## src/hw/rtl/cdcd_pkg.sv

```systemverilog
// shared types, constants and register codes for the click and double-click detector
package cdcd_pkg;

    localparam int COORD_WIDTH = 16;
    localparam int STAMP_WIDTH = 32;

    localparam int CFG_DIST_W  = 17;
    localparam int CFG_TIME_W  = 16;
    localparam int CFG_DATA_W  = 17;
    localparam int CFG_INDEX_W = 8;

    localparam int DIST_W  = COORD_WIDTH + 2;
    localparam int DCMP_W  = (DIST_W > CFG_DIST_W) ? DIST_W : CFG_DIST_W;
    localparam int TCMP_W  = (STAMP_WIDTH > CFG_TIME_W) ? STAMP_WIDTH : CFG_TIME_W;

    localparam logic [CFG_INDEX_W-1:0] CFG_CLICK_DIST  = CFG_INDEX_W'(0);
    localparam logic [CFG_INDEX_W-1:0] CFG_CLICK_TIME  = CFG_INDEX_W'(1);
    localparam logic [CFG_INDEX_W-1:0] CFG_DOUBLE_DIST = CFG_INDEX_W'(2);
    localparam logic [CFG_INDEX_W-1:0] CFG_DOUBLE_TIME = CFG_INDEX_W'(3);

    localparam logic [CFG_DIST_W-1:0] RST_CLICK_DIST  = CFG_DIST_W'(4);
    localparam logic [CFG_TIME_W-1:0] RST_CLICK_TIME  = CFG_TIME_W'(300);
    localparam logic [CFG_DIST_W-1:0] RST_DOUBLE_DIST = CFG_DIST_W'(8);
    localparam logic [CFG_TIME_W-1:0] RST_DOUBLE_TIME = CFG_TIME_W'(500);

    typedef enum logic [1:0] {
        REQ_FRAME_RST = 2'd0,
        REQ_DOWN      = 2'd1,
        REQ_UP        = 2'd2
    } t_req_type;

    typedef struct packed {
        logic [1:0]                    req_type;
        logic signed [COORD_WIDTH-1:0] pos_x;
        logic signed [COORD_WIDTH-1:0] pos_y;
        logic [STAMP_WIDTH-1:0]        stamp_ms;
    } t_event;

    typedef struct packed {
        logic down_seen;
        logic up_seen;
        logic click;
        logic double_click;
    } t_flags;

    typedef struct packed {
        logic [CFG_DIST_W-1:0] click_distance;
        logic [CFG_TIME_W-1:0] click_time_ms;
        logic [CFG_DIST_W-1:0] double_distance;
        logic [CFG_TIME_W-1:0] double_time_ms;
    } t_cfg;

endpackage

```

## src/hw/rtl/cdcd_cfg_regs.sv

```systemverilog
// configuration registers for click and double-click limits
module cdcd_cfg_regs (
    input  logic                             i_clk,
    input  logic                             i_rst_n,
    input  logic                             i_cfg_we,
    input  logic [cdcd_pkg::CFG_INDEX_W-1:0] i_cfg_index,
    input  logic [cdcd_pkg::CFG_DATA_W-1:0]  i_cfg_data,
    output cdcd_pkg::t_cfg                   o_cfg
);
    import cdcd_pkg::*;

    t_cfg r_cfg;

    always_ff @(posedge i_clk) begin
        if (!i_rst_n) begin
            r_cfg.click_distance  <= RST_CLICK_DIST;
            r_cfg.click_time_ms   <= RST_CLICK_TIME;
            r_cfg.double_distance <= RST_DOUBLE_DIST;
            r_cfg.double_time_ms  <= RST_DOUBLE_TIME;
        end else if (i_cfg_we) begin
            unique case (i_cfg_index)
                CFG_CLICK_DIST:  r_cfg.click_distance  <= i_cfg_data[CFG_DIST_W-1:0];
                CFG_CLICK_TIME:  r_cfg.click_time_ms   <= i_cfg_data[CFG_TIME_W-1:0];
                CFG_DOUBLE_DIST: r_cfg.double_distance <= i_cfg_data[CFG_DIST_W-1:0];
                CFG_DOUBLE_TIME: r_cfg.double_time_ms  <= i_cfg_data[CFG_TIME_W-1:0];
                default: ;
            endcase
        end
    end

    assign o_cfg = r_cfg;

endmodule

```

## src/hw/rtl/cdcd_dist.sv

```systemverilog
// manhattan distance between two signed points
module cdcd_dist (
    input  logic signed [cdcd_pkg::COORD_WIDTH-1:0] i_ax,
    input  logic signed [cdcd_pkg::COORD_WIDTH-1:0] i_ay,
    input  logic signed [cdcd_pkg::COORD_WIDTH-1:0] i_bx,
    input  logic signed [cdcd_pkg::COORD_WIDTH-1:0] i_by,
    output logic [cdcd_pkg::DIST_W-1:0]             o_dist
);
    import cdcd_pkg::*;

    logic [COORD_WIDTH:0] w_dx;
    logic [COORD_WIDTH:0] w_dy;
    logic [COORD_WIDTH:0] w_adx;
    logic [COORD_WIDTH:0] w_ady;

    assign w_dx  = {i_ax[COORD_WIDTH-1], i_ax} - {i_bx[COORD_WIDTH-1], i_bx};
    assign w_dy  = {i_ay[COORD_WIDTH-1], i_ay} - {i_by[COORD_WIDTH-1], i_by};
    assign w_adx = w_dx[COORD_WIDTH] ? (~w_dx + 1'b1) : w_dx;
    assign w_ady = w_dy[COORD_WIDTH] ? (~w_dy + 1'b1) : w_dy;

    assign o_dist = DIST_W'(w_adx) + DIST_W'(w_ady);

endmodule

```

## src/hw/rtl/cdcd_core.sv

```systemverilog
// press and release state, click qualification and frame flags
module cdcd_core (
    input  logic             i_clk,
    input  logic             i_rst_n,
    input  logic             i_step,
    input  cdcd_pkg::t_event i_event,
    input  cdcd_pkg::t_cfg   i_cfg,
    output cdcd_pkg::t_flags o_flags
);
    import cdcd_pkg::*;

    logic signed [COORD_WIDTH-1:0] r_press_x, n_press_x;
    logic signed [COORD_WIDTH-1:0] r_press_y, n_press_y;
    logic [STAMP_WIDTH-1:0]        r_press_stamp, n_press_stamp;
    logic signed [COORD_WIDTH-1:0] r_first_x, n_first_x;
    logic signed [COORD_WIDTH-1:0] r_first_y, n_first_y;
    logic [STAMP_WIDTH-1:0]        r_first_stamp, n_first_stamp;
    logic                          r_awaiting, n_awaiting;
    t_flags                        r_flags, n_flags;

    logic [DIST_W-1:0]      w_dist_press;
    logic [DIST_W-1:0]      w_dist_first;
    logic [STAMP_WIDTH-1:0] w_el_press;
    logic [STAMP_WIDTH-1:0] w_el_first;
    logic                   w_click_ok;
    logic                   w_double_ok;

    cdcd_dist u_dist_press (
        .i_ax   (i_event.pos_x),
        .i_ay   (i_event.pos_y),
        .i_bx   (r_press_x),
        .i_by   (r_press_y),
        .o_dist (w_dist_press)
    );

    cdcd_dist u_dist_first (
        .i_ax   (i_event.pos_x),
        .i_ay   (i_event.pos_y),
        .i_bx   (r_first_x),
        .i_by   (r_first_y),
        .o_dist (w_dist_first)
    );

    assign w_el_press = i_event.stamp_ms - r_press_stamp;
    assign w_el_first = i_event.stamp_ms - r_first_stamp;

    assign w_click_ok  = (DCMP_W'(w_dist_press) <= DCMP_W'(i_cfg.click_distance))
                      && (TCMP_W'(w_el_press) <= TCMP_W'(i_cfg.click_time_ms));
    assign w_double_ok = (DCMP_W'(w_dist_first) <= DCMP_W'(i_cfg.double_distance))
                      && (TCMP_W'(w_el_first) <= TCMP_W'(i_cfg.double_time_ms));

    always_comb begin
        n_press_x     = r_press_x;
        n_press_y     = r_press_y;
        n_press_stamp = r_press_stamp;
        n_first_x     = r_first_x;
        n_first_y     = r_first_y;
        n_first_stamp = r_first_stamp;
        n_awaiting    = r_awaiting;
        n_flags       = r_flags;
        unique case (i_event.req_type)
            REQ_FRAME_RST: begin
                n_flags = '0;
            end
            REQ_DOWN: begin
                n_flags.down_seen = 1'b1;
                n_press_x         = i_event.pos_x;
                n_press_y         = i_event.pos_y;
                n_press_stamp     = i_event.stamp_ms;
            end
            REQ_UP: begin
                n_flags.up_seen = 1'b1;
                if (!w_click_ok) begin
                    n_flags.click        = 1'b0;
                    n_flags.double_click = 1'b0;
                    n_awaiting           = 1'b0;
                end else if (!r_awaiting || !w_double_ok) begin
                    // first click, or second one too far or too late: re-arm
                    n_flags.click        = 1'b1;
                    n_flags.double_click = 1'b0;
                    n_awaiting           = 1'b1;
                    n_first_x            = r_press_x;
                    n_first_y            = r_press_y;
                    n_first_stamp        = i_event.stamp_ms;
                end else begin
                    n_flags.click        = 1'b1;
                    n_flags.double_click = 1'b1;
                    n_awaiting           = 1'b0;
                end
            end
            default: ;
        endcase
    end

    always_ff @(posedge i_clk) begin
        if (!i_rst_n) begin
            r_press_x     <= '0;
            r_press_y     <= '0;
            r_press_stamp <= '0;
            r_first_x     <= '0;
            r_first_y     <= '0;
            r_first_stamp <= '0;
            r_awaiting    <= 1'b0;
            r_flags       <= '0;
        end else if (i_step) begin
            r_press_x     <= n_press_x;
            r_press_y     <= n_press_y;
            r_press_stamp <= n_press_stamp;
            r_first_x     <= n_first_x;
            r_first_y     <= n_first_y;
            r_first_stamp <= n_first_stamp;
            r_awaiting    <= n_awaiting;
            r_flags       <= n_flags;
        end
    end

    assign o_flags = n_flags;

    a_double_needs_click: assert property (@(posedge i_clk) disable iff (!i_rst_n)
        r_flags.double_click |-> r_flags.click)
        else $error("double click flag without click flag");

    a_double_disarms: assert property (@(posedge i_clk) disable iff (!i_rst_n)
        r_flags.double_click |-> !r_awaiting)
        else $error("pending mark still armed after double click");

    a_frame_clears: assert property (@(posedge i_clk) disable iff (!i_rst_n)
        (i_step && (i_event.req_type == REQ_FRAME_RST)) |=> (r_flags == '0))
        else $error("frame reset left a flag set");

    a_up_marks: assert property (@(posedge i_clk) disable iff (!i_rst_n)
        (i_step && (i_event.req_type == REQ_UP)) |=> r_flags.up_seen)
        else $error("release beat did not set up_seen");

    a_arm_on_click: assert property (@(posedge i_clk) disable iff (!i_rst_n)
        (i_step && (i_event.req_type == REQ_UP) && w_click_ok && !r_awaiting)
        |=> (r_awaiting && r_flags.click))
        else $error("first click did not arm the pending mark");

endmodule

```

## src/hw/rtl/click_double_click_detector_top.sv

```systemverilog
// top level of the click and double-click detector with input and result registers
//
// usage
// - input channel (i_valid, o_ready, i_event) carries one button event per beat:
//   frame reset, button down or button up, with position and millisecond stamp
// - output channel (o_valid, i_ready, o_flags) returns exactly one beat of four
//   frame flags per input beat, in order
// - limits must be written through i_cfg_we / i_cfg_index / i_cfg_data while no beat
//   is in flight (the block does not check); indexes off the register list are ignored
// pipeline and throughput
// - an input beat lands in the input register, is evaluated against the stored
//   press and first-click state once the result register is free, and loads it:
//   o_valid rises with the result register load, result taken while i_ready is high
// - one beat per cycle sustained while i_ready stays high; the state update is a
//   single pass of two distance adders and two stamp subtractors with compares
// reset and stalls
// - reset empties both pipeline registers, clears the press and first-click state
//   and all flags, and loads the default limits
// - when the receiver holds i_ready low the result register holds, the input
//   register fills, and o_ready then drops until the result beat is taken
module click_double_click_detector_top (
    input  logic                             i_clk,
    input  logic                             i_rst_n,
    input  logic                             i_valid,
    output logic                             o_ready,
    input  cdcd_pkg::t_event                 i_event,
    output logic                             o_valid,
    input  logic                             i_ready,
    output cdcd_pkg::t_flags                 o_flags,
    input  logic                             i_cfg_we,
    input  logic [cdcd_pkg::CFG_INDEX_W-1:0] i_cfg_index,
    input  logic [cdcd_pkg::CFG_DATA_W-1:0]  i_cfg_data
);
    import cdcd_pkg::*;

    logic   r_in_valid;
    t_event r_in;
    logic   r_out_valid;
    t_flags r_out;

    t_cfg   w_cfg;
    t_flags w_flags;
    logic   w_step;

    assign w_step  = r_in_valid && (!r_out_valid || i_ready);
    assign o_ready = !r_in_valid || w_step;

    cdcd_cfg_regs u_cfg (
        .i_clk       (i_clk),
        .i_rst_n     (i_rst_n),
        .i_cfg_we    (i_cfg_we),
        .i_cfg_index (i_cfg_index),
        .i_cfg_data  (i_cfg_data),
        .o_cfg       (w_cfg)
    );

    cdcd_core u_core (
        .i_clk   (i_clk),
        .i_rst_n (i_rst_n),
        .i_step  (w_step),
        .i_event (r_in),
        .i_cfg   (w_cfg),
        .o_flags (w_flags)
    );

    always_ff @(posedge i_clk) begin
        if (!i_rst_n) begin
            r_in_valid  <= 1'b0;
            r_out_valid <= 1'b0;
        end else begin
            if (o_ready) begin
                r_in_valid <= i_valid;
            end
            if (w_step) begin
                r_out_valid <= 1'b1;
            end else if (i_ready) begin
                r_out_valid <= 1'b0;
            end
        end
    end

    always_ff @(posedge i_clk) begin
        if (i_valid && o_ready) begin
            r_in <= i_event;
        end
        if (w_step) begin
            r_out <= w_flags;
        end
    end

    assign o_valid = r_out_valid;
    assign o_flags = r_out;

endmodule
```

## config.mk

```make
export PLATFORM = sky130hd
export DESIGN_NAME = click_double_click_detector_top
export DESIGN_NICKNAME = d
export VERILOG_FILES = /design/src/hw/rtl/cdcd_pkg.sv /design/src/hw/rtl/cdcd_cfg_regs.sv /design/src/hw/rtl/cdcd_dist.sv /design/src/hw/rtl/cdcd_core.sv /design/src/hw/rtl/click_double_click_detector_top.sv
export SDC_FILE = /design/constraint.sdc
export NUM_CORES = 1
export LEC_CHECK = 0
export BUFFER_PORTS_ARGS = -buffer_cell sky130_fd_sc_hd__buf_4
export CAP_MARGIN = 20
export CORE_ASPECT_RATIO = 1.25
export CORE_MARGIN = 2
export CORE_UTILIZATION = 38
export CTS_CLUSTER_DIAMETER = 30
export DETAILED_ROUTE_END_ITERATION = 10
export GPL_TIMING_DRIVEN = 1
export SLEW_MARGIN = 20
export SYNTH_ARGS = -nofsm -noshare
export SYNTH_HDL_FRONTEND = slang
export SYNTH_SLANG_ARGS = --single-unit
export TNS_END_PERCENT = 1
```

## constraint.sdc

```tcl
create_clock -name i_clk -period 11.35 [get_ports i_clk]
set_input_delay 0.5675 -clock i_clk [delete_from_list [all_inputs] [get_ports i_clk]]
set_output_delay 0.5675 -clock i_clk [all_outputs]
set_load 0.005 [all_outputs]
```

* Word level (Yosys, flattened, before mapping)
Cells that the tools add are included.
Storage, ports and cells: logic and storage cells 83, register bits 271, output and inout bits 6, input bits 96
Operators by class: bitwise logic cells 4, reductions and logical operators 21, add/subtract/negate cells 12, multiplexer cells 12, $lt $le $gt $ge 4, equality and inequality tests 5
Operator list (count):
- $add 17x1->17 const B | 4
- $mux 17 | 4
- $not 17->17 | 4
- $sub 16x16->17 | 4
- $le 32x16->1 | 2
- $sub 32x32->32 | 2
- $add 17x17->18 | 2
- $le 18x17->1 | 2
- $eq 8x2->1 const B | 2
- $reduce_and 2->1 | 6
- $eq 8x1->1 const B | 1
- $logic_not 8->1 | 1
- $pmux 3 s2 | 1
- $mux 1 | 5
- $logic_and 1x1->1 | 4
- $logic_not 1->1 | 4
- $reduce_and 4->1 | 1
- $logic_or 1x1->1 | 3
- $eq 2x1->1 const B | 1
- $eq 2x2->1 const B | 1
- $logic_not 2->1 | 1
- $mux 2 | 1
- $pmux 1 s2 | 1
- $reduce_bool 2->1 | 1

* Logic depth before layout (Yosys ltp)
Gate-level depths: netlist (run 1).
depth after elaboration 12, depth in mapped cells 39, gate-level depth less buffers 36

* Hierarchy
A second synthesis (run 1) with hierarchy kept.
Unflattened totals: cell total of the unflattened synthesis 2680, area total of the unflattened synthesis 21689.6 um^2
Modules (own cells, without submodules):
- cdcd_core | times used 1, seq. area each 2662.6 um^2, cells an instance 1451, area an instance 10417.5 um^2
- cdcd_dist (u_core.u_dist_first) | times used 1, seq. area each 0.0 um^2, cells an instance 467, area an instance 3348.2 um^2
- cdcd_dist (u_core.u_dist_press) | times used 1, seq. area each 0.0 um^2, cells an instance 438, area an instance 3130.5 um^2
- cdcd_cfg_regs | times used 1, seq. area each 1321.3 um^2, cells an instance 245, area an instance 2587.5 um^2
- click_double_click_detector_top | times used 1, seq. area each 2142.1 um^2, cells an instance 79, area an instance 2205.9 um^2

* Worst setup path after synthesis (run 1)
OpenSTA, ideal clock, no wires.
path kind reg-to-reg, start register r_in[48] in the netlist's numbering, end register u_core.r_first_stamp[0], setup time 0.072 ns, data arrival time 7.462 ns, setup slack 3.816 ns, buffers on the path 2, clock period less this slack 7.534 ns, required time 11.278 ns, stages on the path, launching flop included 38, cell sequence edfxtp_1 inv_1 ha_1 fa_1 nor2b_1 o31a_1 o221a_2 o2111ai_1 a21oi_1 a211o_1 o211ai_1 a31oi_1 nor2_1 xor2_1 ha_1 and2_1 a311oi_1 o21ai_0 [... 2 more ...] a21oi_1 o21ai_0 a21o_1 a21oi_1 xnor2_1 ha_1 nand3_1 or2_1 or4_1 o21ai_0 o2111ai_1 nor4_1 nand4_1 nor4_2 and2_4 buf_12 buf_12 mux2i_1
On the way: word-level cells in the longest chain between the ends 10, elaborated cells between the ends (all ways) 17, classes of those cells add/sub: 6; order compare: 2; mux: 2; bitwise: 2; reduce/logical: 5
Ends and longest elaborated chain:
- from (decl) | line click_double_click_detector_top.sv:37 | t_event r_in;
- from (signal assigned) | line click_double_click_detector_top.sv:84 | r_in <= i_event;
- $sub 16x16->17 | line cdcd_dist.sv:16 | assign w_dx = {i_ax[COORD_WIDTH-1], i_ax} - {i_bx[COORD_WIDTH-1], i_bx};
- $not 17->17 | line cdcd_dist.sv:18 | assign w_adx = w_dx[COORD_WIDTH] ? (~w_dx + 1'b1) : w_dx;
- $add 17x1->17 | line cdcd_dist.sv:18
- $mux 17 | line cdcd_dist.sv:18
- $add 17x17->18 | line cdcd_dist.sv:21 | assign o_dist = DIST_W'(w_adx) + DIST_W'(w_ady);
- $le 18x17->1 | line cdcd_core.sv:49 | assign w_double_ok = (DCMP_W'(w_dist_first) <= DCMP_W'(i_cfg.double_distance))
- $logic_and 1x1->1 | line cdcd_core.sv:50 | && (TCMP_W'(w_el_first) <= TCMP_W'(i_cfg.double_time_ms));
- $logic_not 1->1 | line cdcd_core.sv:77 | end else if (!r_awaiting || !w_double_ok) begin
- $logic_or 1x1->1 | line cdcd_core.sv:77
- $reduce_and 4->1 (no source line) *
- to (signal assigned) | line cdcd_core.sv:111 | r_first_stamp <= n_first_stamp;
- to (decl) | line cdcd_core.sv:17 | logic [STAMP_WIDTH-1:0] r_first_stamp, n_first_stamp;
Every way passes the cells marked *; elsewhere a longest branch is shown, timed or not. A chain may end at the register's enable or synchronous reset.

* Worst setup path after layout (run 1)
start register r_in[48] in the netlist's numbering, end register u_core.r_first_x[1]
On the way: word-level cells in the longest chain between the ends 10, elaborated cells between the ends (all ways) 17, classes of those cells add/sub: 6; order compare: 2; mux: 2; bitwise: 2; reduce/logical: 5
Ends and longest elaborated chain:
- $sub 16x16->17 | line cdcd_dist.sv:16
- $not 17->17 | line cdcd_dist.sv:18
- $add 17x1->17 | line cdcd_dist.sv:18
- $mux 17 | line cdcd_dist.sv:18
- $add 17x17->18 | line cdcd_dist.sv:21
- $le 18x17->1 | line cdcd_core.sv:49
- $logic_and 1x1->1 | line cdcd_core.sv:50
- $logic_not 1->1 | line cdcd_core.sv:77
- $logic_or 1x1->1 | line cdcd_core.sv:77
- $reduce_and 4->1 (no source line) *
- to (signal assigned) | line cdcd_core.sv:109 | r_first_x <= n_first_x;
- to (decl) | line cdcd_core.sv:15 | logic signed [COORD_WIDTH-1:0] r_first_x, n_first_x;
Marked as above.

==> flow_summary_export.csv, run 1 <==
group,metric,value,unit
synthesis,syn_area_per_cell,8.12,um2
floorplan,die_area,59000,um2
clocking,cts_buffers,68,
placement,port_buffers,101,
layout,area_growth,17.2,%
clocking,cts.hold.buffers_added,0,
timing,grt_setup_unrepaired,"false",
setup_path,slowest_delay,0.93,ns
setup_path,cp-start-kind,"flop",
grt,grt_use_met2,39.2,%
timing,hold_viol,0,
clocking,path_clk_slew,0.04,ns
layout,post-route-util,45.2,%
floorplan,die_width,218,um
power_and_ir_drop,p_per_area,162,nW/um2
routing,wirelength,61600,um
routing,postRouteAntennaNets,0,
grt,gr-total-overflow,0,
placement,pre_cts_slack,1.75,ns
grt,grt_max_degree,99,
synthesis,yosys_warnings,0,
routing,num_vias,19139,
hold_path,worstHoldPathCells,1,
floorplan,fp-row-count,97,
layout,drive_gt1_share,9.47,%
grt,grt.total_usage,20.9,%
grt,first_global_vias,19093,
floorplan,core-area,56200,um2
routing,post_drt_via_cell_ratio,5.37,
outcome,status,"finished clean",
placement,hpwl,48100,um
synthesis,async_flop_share,0,%
synthesis,synth_fp_nets,3003,
setup_path,worst_path_max_delay_cell,"and2_4",
timing,period_needed,9.70,ns
power_and_ir_drop,p_leak,0.00965,uW
hold_path,hold_class,"in2reg",
clocking,post_cts_resized,0,
clocking,clk_latency,0.61,ns
timing,slew_headroom,27.0,%
setup_path,critical_path_class,"reg2reg",
floorplan,die_h,271,um
timing,fin_crit_sh,85.4,%
timing,tightestPinTransition,1.09,ns
placement,place_congestion,0.946,
clocking,h-tree-depth,3,
routing,drc,0,
timing,clock.fmax,103,MHz
synthesis,synth-edff-count,70,
timing,setup_ws,1.65,ns
routing,first_pass_iters,5,
floorplan,design.portCount,102,
timing,setup_viol,0,
power_and_ir_drop,ir_drop,0.102,mV
grt,grt_pass1_wl,98400,um
setup_path,required,11.86,ns
synthesis,synth-main-ff-cell,"dfxtp_1",
routing,drtIter0Drc,963,
layout,fin_nets,3099,
setup_path,cp-end-kind,"flop",
clocking,cts_setup_buffers,0,
synthesis,seq_area_frac_synth,28.3,%
grt,busiest_layer,"met2",
setup_path,worstRegToRegCells,35,
synthesis,ys_ff_latch,271,
routing,avgRoutedWirePerCell,17.3,um
synthesis,ys_types,87,
job,drv_cap,0,
grt,use_met3,2.87,%
synthesis,syn_inst,2669,
timing,maxSlewViolCount,0,
setup_path,worstPathArrival,10.20,ns
setup_path,worstPathMaxFanout,54,
clocking,clock_sinks,271,
floorplan,initial_core_util,38.6,%
layout,antenna_cells,0,
clocking,cts_tree,"done",
timing,finClkSkew,0.0346,ns
timing,tns,0,ns
setup_path,cp_common_cell,"o21ai_0",
synthesis,netlist_area,21700,um2
grt,use_met1,22.6,%
clocking,clockRootBuffer,"clkbuf_16",
grt,antenna_found_initial,0,
clocking,clockBufferDepth,3,
[synth_stat cells (36+ instances only)]
library cell	count	area share, %
nand2_1	417	7.2
inv_1	258	4.5
ha_1	230	13
dfxtp_1	201	19
a21oi_1	140	3.2
nor2_1	139	2.4
mux2i_1	103	4.8
a21boi_0	102	3.5
o21ai_0	97	2.2
xnor2_1	92	3.7
nor2b_1	71	2.0
clkbuf_1	70	1.2
edfxtp_1	70	9.7
nor3_1	55	1.3
nand3_1	50	1.2
a21o_1	48	1.7
xor2_1	47	1.9
o21a_1	45	1.6
o211ai_1	36	1.2
[through the flow]
stage / total power [uW] / std cells / hold WS (ns) / cell area, um2
finish: 4110 / 3561 / 0.131 / 25400
CTS: 4160 / 3561 / 0.0901 / 25400
global placement: 2110 / 3437 / 0.441 / 23000
detailed placement: 2140 / 3437 / 0.446 / 23000
floorplan: 1850 / 2669 / 0.435 / 21700
global route: 4340 / 3561 / 0.104 / 25400
[cell type report]
cell class	count	area, um2
Clock inverter	33	424
Timing Repair Buffer	111	837
Tap cell	742	928
Sequential cell	271	6130
Fill cell	5471	30800
Multi-Input combinational cell	2055	14200
Inverter	258	968
Clock buffer	91	1950
[path summary, 6_finish.rpt]
check / endpoint / slack, ns / start
setup / recovery: u_core.r_first_x[1]$_SDFFE_PN0P_ / 1.65 / r_in[48]$_DFFE_PP_
hold / removal: r_in[13]$_DFFE_PP_ / 0.13 / i_event[13]
setup reg to reg: u_core.r_first_x[1]$_SDFFE_PN0P_ / 1.65 / r_in[48]$_DFFE_PP_
hold reg to reg: u_core.r_first_y[3]$_SDFFE_PN0P_ / 0.45 / u_core.r_first_y[3]$_SDFFE_PN0P_
[routing by layer]
| metal | wire [um] | vias to the layer above |
|---|---|---|
| li1 | - | 9644 |
| met1 | 24700 | 8994 |
| met2 | 32400 | 373 |
| met3 | 1940 | 128 |
| met4 | 2620 | 0 |
| met5 | 0 | - |
[registers in the layout, indices dropped and copies added (netlist names)]
name,flops
r_in,66
u_cfg.o_cfg,66
u_core.r_first_stamp,32
u_core.r_press_stamp,32
u_core.r_first_x,16
u_core.r_first_y,16
u_core.r_press_x,16
u_core.r_press_y,16
o_flags,4
u_core.r_flags,4
o_valid,1
r_in_valid,1
u_core.r_awaiting,1
[logic make-up (layout without fill, tap and decap cells)]
logic type      Yosys count  in the layout  share of synthesized area [%]
simple gates            908            908                           19.5
compound gates          661            661                           21.1
buf+inv                 343            493                           6.44
flops                   271            271                           28.3
fa+ha+maj               238            238                           14.0
xor+xnor                139            139                           5.62
mux                     109            109                           5.07
[power breakdown]
group          switching [uW]  internal, uW
Clock                     611          1370
Sequential               22.7          1020
Combinational             629           462
Total                    1260          2850
[layout by cell type, fill, tap and decap left out, types with 8 or more instances in the layout]
| cell | instances |
|---|---|
| nand2_1 | 417 |
| inv_1 | 258 |
| ha_1 | 230 |
| dfxtp_1 | 201 |
| a21oi_1 | 140 |
| nor2_1 | 138 |
| buf_4 | 110 |
| mux2i_1 | 103 |
| a21boi_0 | 102 |
| o21ai_0 | 97 |
| xnor2_1 | 92 |
| clkbuf_16 | 72 |
| nor2b_1 | 71 |
| edfxtp_1 | 70 |
| nor3_1 | 55 |
| nand3_1 | 50 |
| a21o_1 | 48 |
| xor2_1 | 47 |
| o21a_1 | 45 |
| o211ai_1 | 36 |
| nand4_1 | 34 |
| a31oi_1 | 25 |
| and3_1 | 24 |
| nand2b_1 | 23 |
| a211oi_1 | 17 |
| or3_1 | 17 |
| nor4_1 | 17 |
| and2_1 | 14 |
| clkinv_2 | 13 |
| o2111ai_1 | 11 |
| a211o_1 | 11 |
| o31a_1 | 11 |
| o31ai_1 | 11 |
| clkbuf_1 | 11 |
| o21bai_1 | 10 |
| or2_2 | 9 |
| a311oi_1 | 9 |
| a2111oi_0 | 8 |
| fa_1 | 8 |
| clkbuf_8 | 8 |
[worst max-delay path, delay by kind of cell (launching register included)]
| kind | cells | cell delay [ns] |
|---|---|---|
| DFF | 1 | 0.34 |
| AOI/OAI and AO/OA | 16 | 3.98 |
| adders and majority gates | 4 | 1.31 |
| xor gates and xnor gates | 2 | 0.30 |
| buffers and inverters | 2 | 0.45 |
| muxes | 1 | 0.21 |
| and+or+nand+nor | 10 | 3.02 |
(Power assumes the default switching activity.)
==> run 2, diff against run 1 <==
Settings changed: MAX_ROUTING_LAYER set to met4.
Clock period 11.35 ns to 12.4 ns, I/O delays scaled along.
==> flow_summary_export.csv, run 2 (synthesized netlist as in run 1, its figures left out) <==
group,metric,value,unit
grt,gr-total-overflow,0,
clocking,clk_latency,0.60,ns
layout,final_cell_mix,"nand2_1, inv_1, ha_1",
clocking,cts_tree,"done",
placement,hpwl,48300,um
timing,setup_ws,2.87,ns
floorplan,fp-row-count,97,
grt,grt_pass1_wl,97500,um
floorplan,core-area,56200,um2
routing,num_vias,19102,
clocking,clock_sinks,271,
clocking,cts_buffers,70,
floorplan,die_h,271,um
layout,drive_gt1_share,9.58,%
power_and_ir_drop,ir_drop,0.125,mV
setup_path,cp_common_cell,"o21ai_0",
placement,port_buffers,101,
floorplan,die_width,218,um
power_and_ir_drop,seq_power_share,25.4,%
floorplan,die_area,59000,um2
timing,setup_viol,0,
setup_path,path_depth,35,
setup_path,worstRegToRegCells,35,
routing,avgRoutedWirePerCell,17.4,um
power_and_ir_drop,power.net_switching,1160,uW
setup_path,critical_path_class,"reg2reg",
power_and_ir_drop,p_leak,0.00962,uW
power_and_ir_drop,clockPowerShare,48.0,%
grt,busiest_layer,"met2",
routing,drc,0,
timing,hold_viol,0,
setup_path,slowest_delay,0.75,ns
timing,maxSlewViolCount,0,
hold_path,hold_class,"in2reg",
grt,first_global_vias,19152,
timing,grt_setup_unrepaired,"false",
timing,fin_crit_sh,76.8,%
timing,tns,0,ns
routing,drtIter0Drc,996,
setup_path,required,12.92,ns
routing,first_pass_iters,5,
setup_path,worst-path-buf-inv,2,
setup_path,worstPathArrival,10.05,ns
hold_path,worstHoldPathCells,1,
timing,period_needed,9.53,ns
layout,fin_nets,3100,
grt,grt_use_met2,39.0,%
grt,use_met3,3.47,%
placement,place_congestion,0.964,
routing,post_drt_via_cell_ratio,5.37,
timing,whs,0.198,ns
floorplan,initial_core_util,38.6,%
power_and_ir_drop,p_int,2590,uW
layout,area_growth,17.1,%
clocking,cts.hold.buffers_added,0,
grt,grt_max_degree,99,
floorplan,design.portCount,102,
clocking,h-tree-depth,3,
timing,slew_headroom,29.3,%
power_and_ir_drop,p_per_area,148,nW/um2
routing,postRouteAntennaNets,0,
placement,pre_cts_slack,2.90,ns
setup_path,worst_path_max_delay_cell,"a31oi_1",
setup_path,cp_top_family,"compound AO/OA/AOI/OAI gates",
clocking,cts_setup_buffers,0,
setup_path,worstPathMaxFanout,34,
grt,use_met1,21.6,%
clocking,path_clk_slew,0.04,ns
timing,finClkSkew,0.0167,ns
job,drv_cap,0,
routing,wirelength,61900,um
grt,grt.total_usage,21.4,%
timing,tightestPinTransition,1.06,ns
power_and_ir_drop,combPwrFrac,26.7,%
setup_path,cp-start-kind,"flop",
clocking,clockBufferDepth,3,
outcome,status,"finished clean",
power_and_ir_drop,p_sw_share,30.9,%
timing,clock.fmax,105,MHz
layout,antenna_cells,0,
layout,post-route-util,45.2,%
clocking,clockRootBuffer,"clkbuf_16",
setup_path,cp-end-kind,"flop",
grt,antenna_found_initial,0,
clocking,post_cts_resized,0,
layout,final_common_cell,"nand2_1",
run 2: final timing paths:
check | startpoint | end | slack (ns)
worst min-delay path | i_event[10] | r_in[10]$_DFFE_PP_ | 0.20
worst max register to register | r_in[48]$_DFFE_PP_ | u_core.r_first_stamp[12]$_SDFFE_PN0P_ | 2.87
worst min register to register | u_core.r_first_x[5]$_SDFFE_PN0P_ | u_core.r_first_x[5]$_SDFFE_PN0P_ | 0.45
worst max-delay path | r_in[48]$_DFFE_PP_ | u_core.r_first_stamp[12]$_SDFFE_PN0P_ | 2.87
run 2: power groups by stage:
stage,Clock (uW),Combinational [uW],Sequential (uW)
5_1_grt,1890,1120,955
2_1_floorplan,0,737,960
4_1_cts,1830,997,953
6_report,1800,1000,953
3_3_place_gp,0,967,968
3_5_place_dp,0,989,968
run 2: stage by stage:
stage	power, uW	instance area [um2]	cells
after global routing	3960	25400	3560
after CTS	3780	25400	3560
after detailed placement	1960	23000	3436
final	3760	25400	3560
after floorplan	1700	21700	2669
after global placement	1930	23000	3436
run 2: layer usage:
layer | up-vias | wire (um)
li1 | 9643 | -
met1 | 8914 | 24500
met2 | 382 | 31900
met3 | 163 | 2450
met4 | 0 | 3070
met5 | - | 0
run 2: layout make-up:
cell class	count	area (um2)
Fill cell	5515	30800
Multi-Input combinational cell	2055	14200
Sequential cell	271	6130
Clock buffer	83	1910
Inverter	258	968
Tap cell	742	928
Timing Repair Buffer	110	830
Clock inverter	41	437
==> run 3, diff against run 2 <==
Settings changed: ABC_AREA set to 1.
Clock period 12.4 ns to 9.85 ns, I/O delays scaled along.
==> flow_summary_export.csv, run 3 <==
group,metric,value,unit
clocking,clockRootBuffer,"clkbuf_16",
grt,grt_max_degree,101,
timing,period_needed,7.45,ns
routing,drc,0,
timing,maxSlewViolCount,0,
synthesis,syn_inst,3431,
synthesis,yosysTopAreaCell,"dfxtp_1",
synthesis,synth_compound_area_share,12.6,%
clocking,clockBufferDepth,3,
grt,first_global_vias,20071,
synthesis,post-synth-top-count-cell,"nand2_1",
setup_path,cp-end-kind,"flop",
hold_path,hold_class,"in2reg",
synthesis,syn_area_per_cell,6.53,um2
synthesis,synth-edff-count,70,
clocking,cts_buffers,67,
power_and_ir_drop,combPwrFrac,31.3,%
clocking,clock_sinks,271,
grt,gr-total-overflow,0,
hold_path,worstHoldPathCells,1,
synthesis,yosys-top-cells-count,"nand2_1, inv_1, nor2_1, a21oi_1, ha_1",
power_and_ir_drop,p_sw_share,34.2,%
layout,final_cell_mix,"nand2_1, inv_1, nor2_1",
synthesis,async_flop_share,0,%
power_and_ir_drop,power.net_switching,1740,uW
synthesis,seq_area_frac_synth,27.3,%
timing,hold_viol,0,
clocking,clk_latency,0.61,ns
setup_path,required,10.33,ns
timing,grt_setup_unrepaired,"false",
timing,tightestPinTransition,0.985,ns
layout,drive_gt1_share,7.01,%
layout,final_area,26200,um2
timing,tns,0,ns
clocking,cts_tree,"done",
clocking,post_cts_resized,0,
grt,grt_pass1_wl,104000,um
clocking,cts_setup_buffers,0,
hold_path,min_to,"r_in[57]$_DFFE_PP_",
job,drv_cap,0,
outcome,status,"finished clean",
setup_path,reg2reg_to,"u_core.r_first_stamp[1]$_SDFFE_PN0P_",
layout,antenna_cells,0,
clocking,path_clk_slew,0.05,ns
setup_path,worstPathArrival,7.93,ns
floorplan,die_area,60900,um2
setup_path,r2r_slack,2.40,ns
synthesis,synthAdderAreaFrac,13.6,%
synthesis,synthSimpleGateAreaFrac,28.3,%
setup_path,worstRegToRegCells,37,
setup_path,cp_common_cell,"nand2_1",
clocking,cts.hold.buffers_added,0,
timing,clock.fmax,134,MHz
power_and_ir_drop,clockPowerShare,45.1,%
synthesis,synth_top_family_by_area,"simple AND/OR/NAND/NOR gates",
routing,first_pass_iters,5,
setup_path,r2r_start,"r_in[32]$_DFFE_PP_",
timing,finClkSkew,0.0321,ns
power_and_ir_drop,seq_power_share,23.6,%
synthesis,muxShareOfSynthArea,0,%
floorplan,die_h,275,um
grt,antenna_found_initial,1,
synthesis,synth_fp_nets,3765,
routing,post_drt_via_cell_ratio,4.79,
floorplan,fp-row-count,99,
timing,setup_viol,0,
routing,postRouteAntennaNets,0,
power_and_ir_drop,power.total,5090,uW
synthesis,ys_ff_latch,271,
synthesis,netlist_area,22400,um2
setup_path,critical_path_class,"reg2reg",
grt,grt.total_usage,21.7,%
setup_path,worst_path_max_delay_cell,"nor2_4",
hold_path,hp-start,"i_event[57]",
layout,area_growth,17.0,%
floorplan,die_width,221,um
setup_path,cp_top_family,"simple AND/OR/NAND/NOR gates",
routing,num_vias,20846,
synthesis,yosys_warnings,0,
synthesis,synth_top_area_share,18.0,%
clocking,h-tree-depth,3,
floorplan,core-area,58300,um2
setup_path,slowest_delay,0.62,ns
timing,fin_crit_sh,75.6,%
power_and_ir_drop,ir_drop,0.154,mV
synthesis,synth-xor-area-share,6.10,%
layout,fill_cells,6072,
synthesis,synth-main-ff-cell,"dfxtp_1",
layout,fin_nets,3873,
power_and_ir_drop,p_per_area,194,nW/um2
placement,place_congestion,0.953,
power_and_ir_drop,p_int,3350,uW
setup_path,worst-path-buf-inv,4,
timing,slew_headroom,34.2,%
power_and_ir_drop,p_leak,0.0127,uW
placement,place_area,23800,um2
layout,final_common_cell,"nand2_1",
floorplan,initial_core_util,38.4,%
setup_path,cp-start-kind,"flop",
routing,drtIter0Drc,1176,
setup_path,worstPathMaxFanout,33,
synthesis,ys_types,47,
routing,wirelength,64100,um
floorplan,design.portCount,102,
routing,avgRoutedWirePerCell,14.7,um
placement,port_buffers,101,
synthesis,synth.area.top_cells,"dfxtp_1, nand2_1, ha_1",
setup_path,startpoint,"r_in[32]$_DFFE_PP_",
placement,hpwl,51200,um
-- run 3: layer usage --
| layer | GRT usage (%) | wire, um | up-vias |
|---|---|---|---|
| li1 | - | - | 11152 |
| met1 | 26.1 | 29200 | 9180 |
| met2 | 37.3 | 30800 | 414 |
| met3 | 2.71 | 2390 | 100 |
| met4 | 7.74 | 1760 | 0 |
| met5 | - | 0 | - |
-- run 3: cell families after synthesis --
family | count (synthesis)
fa+ha+maj | 238
flops | 271
buf+inv | 704
xor+xnor | 156
simple gates | 1537
compound gates | 525
-- run 3: cell type report --
type / instances / area, um2 / area share, %
Clock buffer: 78 / 1790 / 6.82
Sequential cell: 271 / 6130 / 23.4
Multi-Input combinational cell: 2456 / 13600 / 51.8
Timing Repair Buffer: 108 / 815 / 3.11
Tap cell: 757 / 947 / 3.61
Inverter: 635 / 2380 / 9.09
Clock inverter: 45 / 589 / 2.25
-- run 3: worst max path at each step --
stage	end	slack [ns]	depth (start not counted)
CTS	u_core.r_first_stamp[19]$_SDFFE_PN0P_	2.34	37
finish	u_core.r_first_stamp[1]$_SDFFE_PN0P_	2.40	37
floorplan	u_core.r_first_y[10]$_SDFFE_PN0P_	4.02	38
detailed placement	u_core.r_first_stamp[9]$_SDFFE_PN0P_	2.40	37
global route	u_core.r_first_stamp[2]$_SDFFE_PN0P_	1.44	37
global placement	u_core.r_first_stamp[1]$_SDFFE_PN0P_	2.54	37
-- run 3: stage by stage --
step	cells	utilization [%]	setup WS, ns	hold slack [ns]
5_1_grt	4350	44.9	1.44	0.0371
2_1_floorplan	3431	-	4.02	0.435
3_5_place_dp	4227	40.9	2.40	0.456
6_report	4350	44.9	2.40	0.0643
3_3_place_gp	4227	40.9	2.54	0.451
4_1_cts	4350	44.9	2.34	0.0273
-- run 3: power by group through the flow --
stage               logic (uW)  clock network [uW]  registers, uW
detailed placement        1590                   0           1220
CTS                       1600                2350           1200
global placement          1580                   0           1220
finish                    1590                2300           1200
global route              1860                2400           1200
floorplan                 1210                   0           1210
